[src/rle_pkg.sv]
// Package for the run-length scanline decoder: item types and stream constants.
package rle_pkg;

    // Low seven bits of a header byte hold the packet count
    localparam logic [7:0] COUNT_MASK   = 8'h7f;
    // Top bit of a header byte marks a literal packet
    localparam logic [7:0] LITERAL_FLAG = 8'h80;

    // Input command codes
    localparam logic CMD_DATA = 1'b0;
    localparam logic CMD_END  = 1'b1;

    // Result status codes
    localparam logic STATUS_OK  = 1'b0;
    localparam logic STATUS_ERR = 1'b1;

    typedef struct packed {
        logic       command;
        logic [7:0] byte_value;
    } in_t;

    typedef struct packed {
        logic [7:0]  pixel_value;
        logic [15:0] repeat_count;
        logic        row_done;
        logic        status;
    } out_t;

endpackage

[src/rle_scanline_decoder.sv]
// Run-length scanline decoder: stream bytes in, pixel runs out.
//
// Takes one compressed stream byte per clock and returns at most one pixel run per byte,
// from a result register. Header bytes of non-zero count that fit the row produce no result;
// literal bytes produce a run of one, a run value byte produces a run of the header's count,
// a zero-count header produces the zero fill for the rest of the row, and end of data or a
// packet passing row_width produces an error result that closes the row. The sustained rate is
// one item per cycle: s_ready is high whenever the result register is empty or being taken in
// the same cycle, so a stalled result holds back the input. Writing row_width abandons the
// current row and restarts decoding at a header byte; a width of zero acts as one.
module rle_scanline_decoder (
    input  logic           aclk,
    input  logic           aresetn,
    input  logic           row_width_we,
    input  logic [15:0]    row_width_wdata,
    input  logic           s_valid,
    output logic           s_ready,
    input  rle_pkg::in_t   s_data,
    output logic           m_valid,
    input  logic           m_ready,
    output rle_pkg::out_t  m_data
);
    import rle_pkg::*;

    typedef enum logic [1:0] {
        PH_HEADER  = 2'd0,
        PH_LITERAL = 2'd1,
        PH_RUNVAL  = 2'd2
    } phase_t;

    logic [15:0] row_width_reg;
    phase_t      phase_reg, phase_next;
    logic [6:0]  packet_left_reg, packet_left_next;
    logic [15:0] pixels_done_reg, pixels_done_next;
    logic        m_valid_reg;
    out_t        m_data_reg;

    logic        accept;
    logic        res_valid;
    out_t        res;
    logic [16:0] eff_w;
    logic [6:0]  hdr_count;
    logic [16:0] lit_total;
    logic [16:0] run_total;
    logic [16:0] hdr_total;

    // Result register drains or is empty: take the next item
    assign s_ready = !m_valid_reg || m_ready;
    assign accept  = s_valid && s_ready;
    assign m_valid = m_valid_reg;
    assign m_data  = m_data_reg;

    // Width of zero acts as one pixel
    assign eff_w     = (row_width_reg == 16'd0) ? 17'd1 : {1'b0, row_width_reg};
    assign hdr_count = s_data.byte_value[6:0] & COUNT_MASK[6:0];
    assign lit_total = {1'b0, pixels_done_reg} + 17'd1;
    assign run_total = {1'b0, pixels_done_reg} + {10'd0, packet_left_reg};
    assign hdr_total = {1'b0, pixels_done_reg} + {10'd0, hdr_count};

    // Per-item decode
    always_comb begin
        phase_next       = phase_reg;
        packet_left_next = packet_left_reg;
        pixels_done_next = pixels_done_reg;
        res_valid        = 1'b0;
        res              = '0;
        if (accept) begin
            if (s_data.command == CMD_END) begin
                res_valid    = 1'b1;
                res.row_done = 1'b1;
                res.status   = STATUS_ERR;
            end else begin
                case (phase_reg)
                    PH_LITERAL: begin
                        res_valid        = 1'b1;
                        res.pixel_value  = s_data.byte_value;
                        res.repeat_count = 16'd1;
                        res.row_done     = (lit_total >= eff_w);
                        res.status       = STATUS_OK;
                        pixels_done_next = lit_total[15:0];
                        packet_left_next = packet_left_reg - 7'd1;
                        if (packet_left_reg == 7'd1) begin
                            phase_next = PH_HEADER;
                        end
                    end
                    PH_RUNVAL: begin
                        res_valid        = 1'b1;
                        res.pixel_value  = s_data.byte_value;
                        res.repeat_count = {9'd0, packet_left_reg};
                        res.row_done     = (run_total >= eff_w);
                        res.status       = STATUS_OK;
                        pixels_done_next = run_total[15:0];
                        packet_left_next = 7'd0;
                        phase_next       = PH_HEADER;
                    end
                    default: begin
                        if (hdr_count == 7'd0) begin
                            // End of row marker: zero fill for the remainder
                            res_valid    = 1'b1;
                            res.row_done = 1'b1;
                            res.status   = STATUS_OK;
                            if ({1'b0, pixels_done_reg} < eff_w) begin
                                res.repeat_count = 16'(eff_w - {1'b0, pixels_done_reg});
                            end
                        end else if (hdr_total > eff_w) begin
                            // Packet would overrun the row
                            res_valid    = 1'b1;
                            res.row_done = 1'b1;
                            res.status   = STATUS_ERR;
                        end else begin
                            packet_left_next = hdr_count;
                            phase_next = ((s_data.byte_value & LITERAL_FLAG) != 8'd0)
                                       ? PH_LITERAL : PH_RUNVAL;
                        end
                    end
                endcase
            end
            // Last result of a row restarts decoding
            if (res_valid && res.row_done) begin
                phase_next       = PH_HEADER;
                packet_left_next = 7'd0;
                pixels_done_next = 16'd0;
            end
        end
    end

    // State, configuration and result register
    always_ff @(posedge aclk) begin
        if (!aresetn) begin
            row_width_reg   <= 16'd1;
            phase_reg       <= PH_HEADER;
            packet_left_reg <= 7'd0;
            pixels_done_reg <= 16'd0;
            m_valid_reg     <= 1'b0;
        end else begin
            if (row_width_we) begin
                row_width_reg   <= row_width_wdata;
                phase_reg       <= PH_HEADER;
                packet_left_reg <= 7'd0;
                pixels_done_reg <= 16'd0;
            end else begin
                phase_reg       <= phase_next;
                packet_left_reg <= packet_left_next;
                pixels_done_reg <= pixels_done_next;
            end
            if (s_ready) begin
                m_valid_reg <= res_valid;
            end
        end
        if (s_ready) begin
            m_data_reg <= res;
        end
    end

    // Row position never reaches the width between items
    a_pos_in_row: assert property (@(posedge aclk) disable iff (!aresetn)
        {1'b0, pixels_done_reg} < eff_w)
        else $error("pixel position reached row width");

    // Inside a packet the count left is non-zero and fits the row
    a_packet_fits: assert property (@(posedge aclk) disable iff (!aresetn)
        (phase_reg != PH_HEADER) |-> (packet_left_reg != 7'd0 && run_total <= eff_w))
        else $error("open packet does not fit row");

    // Error results close the row and carry no pixels
    a_err_result: assert property (@(posedge aclk) disable iff (!aresetn)
        (m_valid && m_data.status == STATUS_ERR) |->
        (m_data.row_done && m_data.repeat_count == 16'd0 && m_data.pixel_value == 8'd0))
        else $error("malformed error result");

    // A closed row leaves the decoder waiting for a header
    a_row_restart: assert property (@(posedge aclk) disable iff (!aresetn)
        (accept && res_valid && res.row_done && !row_width_we) |=>
        (phase_reg == PH_HEADER && pixels_done_reg == 16'd0))
        else $error("row not restarted after last result");

endmodule
[config.mk]
export PLATFORM = sky130hd
export DESIGN_NAME = rle_scanline_decoder
export DESIGN_NICKNAME = d
export VERILOG_FILES = /design/src/rle_pkg.sv /design/src/rle_scanline_decoder.sv
export SDC_FILE = /design/constraint.sdc
export NUM_CORES = 1
export LEC_CHECK = 0
export ABC_AREA = 1
export BUFFER_PORTS_ARGS = -buffer_cell sky130_fd_sc_hd__buf_2
export CAP_MARGIN = 30
export CELL_PAD_IN_SITES_DETAIL_PLACEMENT = 1
export CELL_PAD_IN_SITES_GLOBAL_PLACEMENT = 1
export CORE_MARGIN = 8
export CORE_UTILIZATION = 44
export DETAILED_ROUTE_END_ITERATION = 10
export GPL_ROUTABILITY_DRIVEN = 0
export GPL_TIMING_DRIVEN = 0
export PLACE_DENSITY = 0.92
export SETUP_SLACK_MARGIN = 0.02
export SLEW_MARGIN = 20
export SYNTH_ARGS = -nofsm -noshare
export SYNTH_HDL_FRONTEND = slang
export SYNTH_SLANG_ARGS = --single-unit
[constraint.sdc]
create_clock -name aclk -period 4.8 [get_ports aclk]
set_input_delay 0.24 -clock aclk [delete_from_list [all_inputs] [get_ports aclk]]
set_output_delay 0.24 -clock aclk [all_outputs]
set_load 0.01 [all_outputs]
==> metrics.cfg <==
[outcome]
status = finished clean

[setup_path]
cp_slowest_stage_delay_ns = 0.51
arrival_ns = 4.77
startpoint_type = flop
path_max_fanout = 9
r2r_start = pixels_done_reg[1]$_SDFFE_PP0P_
cp_slowest_cell = fa_1
crit_path_frequent_cell = nand2_1
r2r_cells = 24
critPathRequiredTime_ns = 5.05
path_depth = 24
path_class = flop to flop
endpoint_kind = flop
cp_num_buf_inv = 2
cp_cell_sequence = inv_1 > fa_1 > o21ai_1 > nand4_1 > nand2_1 > nand2_1 > nor2_1 > nand2_1 > xor2_1 > inv_1 > ha_1 > nand2_1 > nor2_1 > nand3_1 > nor3_1 > nor2_1 > nand2_1 > nand2_1 > nand3_4 > nand2_4 > nand2_2 > nand2_2 > nor2_1 > nor2_1
worst-r2r-setup-slack_ns = 0.27
crit_family = simple AND/OR/NAND/NOR gates
r2r_end = pixels_done_reg[0]$_SDFFE_PP0P_

[hold_path]
holdPathEnd = row_width_reg[0]$_SDFFE_PN1P_
hold_depth = 3
hp-start = row_width_wdata[0]
hp-class = input pin to flop

[logic_synthesis]
synth_top_family_by_area = simple AND/OR/NAND/NOR gates
synthFlopType = dfxtp_1
synthXorXnorAreaFrac_pct = 6.88
synth_seq_cells = 68
synthCells = 904
synth_compound_area_share_pct = 14.5
syn_area_per_cell_um2 = 7.04
synth_nets = 1020
ys_warn_count = 0
ys_seq_area_share_pct = 25.5
synthMuxAreaShare_pct = 0.315
synthArstFlopShare_pct = 0
ys_types = 47
yosys.area_share.adder_pct = 17.3
netlist_area_um2 = 6360
synth_enable_flop_cells = 26
synth-simple-area-share_pct = 24.9

[timing]
finalClockSkew_ns = 0.0102
worstMarginPinSlew_ns = 0.767
rsz0062_at_grt = false
hold_viol = 0
clock.fmax_mhz = 221
timing.final.crit_share_pct = 94.3
setup_tns_ns = 0
drv_slew = 0
fin_crit_ns = 4.53
finalSetupViolCount = 0
relSlewSlack_pct = 48.9

[finish]
final_area_um2 = 7210
syn_to_final_growth_pct = 13.3
num_antenna_cells = 0
layout_commonest_cell = nand2_1
layout.nets = 1088
layout-drive-gt1-share_pct = 11.1
stdcell_count = 1161
mostFrequentLayoutCells = 157 x nand2_1, 128 x inv_1, 98 x nor2_1
largest_register_ffs = 26

[cts]
cts.sinks = 68
clkTransAtPathRegs_ns = 0.06
cts_max_path_buffers = 2
cts_root_buf = clkbuf_16
cts_inserted_buffers = 9
cts-hold-fix-buffers = 0
h-tree-depth = 3
cts_tree = done
worstSkewPairLatency_ns = 0.36

[global_route]
antenna_found_initial = 0
grtUsageTotal_pct = 26.5
grt_pass1_wl_mm = 38.0
grt_pass1_vias = 7148
grt_max_degree = 30
gr-total-overflow = 0

[pwr]
power_per_cell_area_nw_per_um2 = 280
leakagePower_nw = 3.67
p_sw_share_pct = 36.1
intPower_mw = 1.29
peakVddDrop_mv = 0.158
p_total_mw = 2.02
seq_power_share_pct = 32.3
p_comb_share_pct = 29.8
p_clk_share_pct = 37.9
p_switching_uw = 729

[placement]
io_buffer_count = 57
dpl_cell_area_um2 = 6880
dp_cells = 1145
hpwl_mm = 18.4

[routing]
drt_iter0_drc = 534
final_antenna_net_count = 0
finalWirelength_mm = 24.8
vias = 6845
drc_errors = 0
routedWlPerCell_um = 21.3
firstDrtPassIters = 5
viasPerCell = 5.90

[die]
placementRows = 44
fp.dieArea_um2 = 18600
start_util_pct = 44.5
die_w_um = 136
ios = 58
core_area_um2 = 14300
dieHeight_um = 136

[flow_run]
max-cap-violations = 0

[repair_timing]
item	4_1_cts	5_1_grt
setup buffers	0	0
resized for setup	0	3
setup endpoints to repair	0	16
[area by class of cell]
| type | instances | area [µm²] |
|---|---|---|
| Buffer | 34 | 165 |
| Clock buffer | 9 | 225 |
| Clock inverter | 7 | 97.6 |
| Fill cell | 1858 | 7100 |
| Inverter | 137 | 514 |
| Multi-Input combinational cell | 665 | 4070 |
| Sequential cell | 68 | 1620 |
| Tap cell | 184 | 230 |
| Timing Repair Buffer | 57 | 285 |
[worst max path at each step]
stage	slack, ns	from	end
6_report	0.27	pixels_done_reg[1]$_SDFFE_PP0P_	pixels_done_reg[0]$_SDFFE_PP0P_
5_1_grt	0.03	pixels_done_reg[1]$_SDFFE_PP0P_	pixels_done_reg[0]$_SDFFE_PP0P_
4_1_cts	0.33	pixels_done_reg[2]$_SDFFE_PP0P_	packet_left_reg[2]$_SDFFE_PP0P_
3_5_place_dp	0.43	pixels_done_reg[2]$_SDFFE_PP0P_	pixels_done_reg[4]$_SDFFE_PP0P_
3_3_place_gp	0.54	s_data[2]	pixels_done_reg[2]$_SDFFE_PP0P_
2_1_floorplan	1.45	pixels_done_reg[0]$_SDFFE_PP0P_	pixels_done_reg[13]$_SDFFE_PP0P_
[power by group through the flow]
stage | clock network (mW) | logic, mW | registers [mW]
finish | 0.764 | 0.602 | 0.651
global route | 0.771 | 0.655 | 0.653
detailed placement | 0 | 0.564 | 0.661
CTS | 0.752 | 0.589 | 0.650
floorplan | 0 | 0.381 | 0.663
global placement | 0 | 0.539 | 0.659
[metal layers]
| metal | global-route usage, % | up-vias | wire [µm] | share of wire [%] |
|---|---|---|---|---|
| li1 | - | 3116 | - | - |
| met1 | 30.7 | 3306 | 9720 | 39 |
| met2 | 45.1 | 327 | 12100 | 49 |
| met3 | 4.77 | 96 | 1860 | 7.5 |
| met4 | 14.8 | 0 | 1100 | 4.4 |
| met5 | 0 | - | 0 | 0 |
[per-stage QoR]
stage / hold WS (ns) / worst slack [ns] / utilization, %
6_report: 0.155 / 0.274 / 50.4
5_1_grt: 0.193 / 0.0288 / 50.4
4_1_cts: 0.154 / 0.331 / 50.3
3_5_place_dp: 0.494 / 0.427 / 48.1
3_3_place_gp: 0.491 / 0.538 / 48.1
2_1_floorplan: 0.351 / 1.45 / -
[worst register-to-register path, cell delays in order, from the launching register on]
cell and delay (ns):
dfxtp_1 0.40, inv_1 0.26, fa_1 0.51, o21ai_1 0.29, nand4_1 0.12, nand2_1 0.17
nand2_1 0.12, nor2_1 0.19, nand2_1 0.12, xor2_1 0.25, inv_1 0.10, ha_1 0.32
nand2_1 0.08, nor2_1 0.11, nand3_1 0.10, nor3_1 0.22, nor2_1 0.10, nand2_1 0.08
nand2_1 0.12, nand3_4 0.14, nand2_4 0.14, nand2_2 0.11, nand2_2 0.15, nor2_1 0.14
nor2_1 0.06
[Yosys cell counts, types with 4 or more instances]
cell / instances / area (µm²)
nand3_1: 54 / 270
clkinv_1: 4 / 15.0
o22ai_1: 6 / 37.5
o21bai_1: 5 / 37.5
o21ai_0: 48 / 240
nand2_2: 9 / 56.3
nor2_1: 98 / 368
o211ai_1: 4 / 30.0
dfxtp_1: 42 / 841
a21oi_1: 79 / 395
edfxtp_1: 26 / 781
inv_2: 5 / 18.8
xor2_1: 41 / 359
clkbuf_1: 28 / 105
nor3_1: 14 / 70.1
nand2_1: 158 / 593
nand4_1: 14 / 87.6
xnor2_1: 9 / 78.8
o21a_1: 4 / 30.0
inv_1: 128 / 480
ha_1: 83 / 1040
[cells by family (layout without fill, tap and decap cells)]
logic type,Yosys count,in the layout
AO/OA/AOI/OAI,165,165
XOR/XNOR,50,50
adder cells (fa/ha/maj),86,86
buffers and inverters,171,244
flip-flops,68,68
multiplexers,2,2
AND/OR/NAND/NOR,362,362
Power figures use the tool's default switching activity.
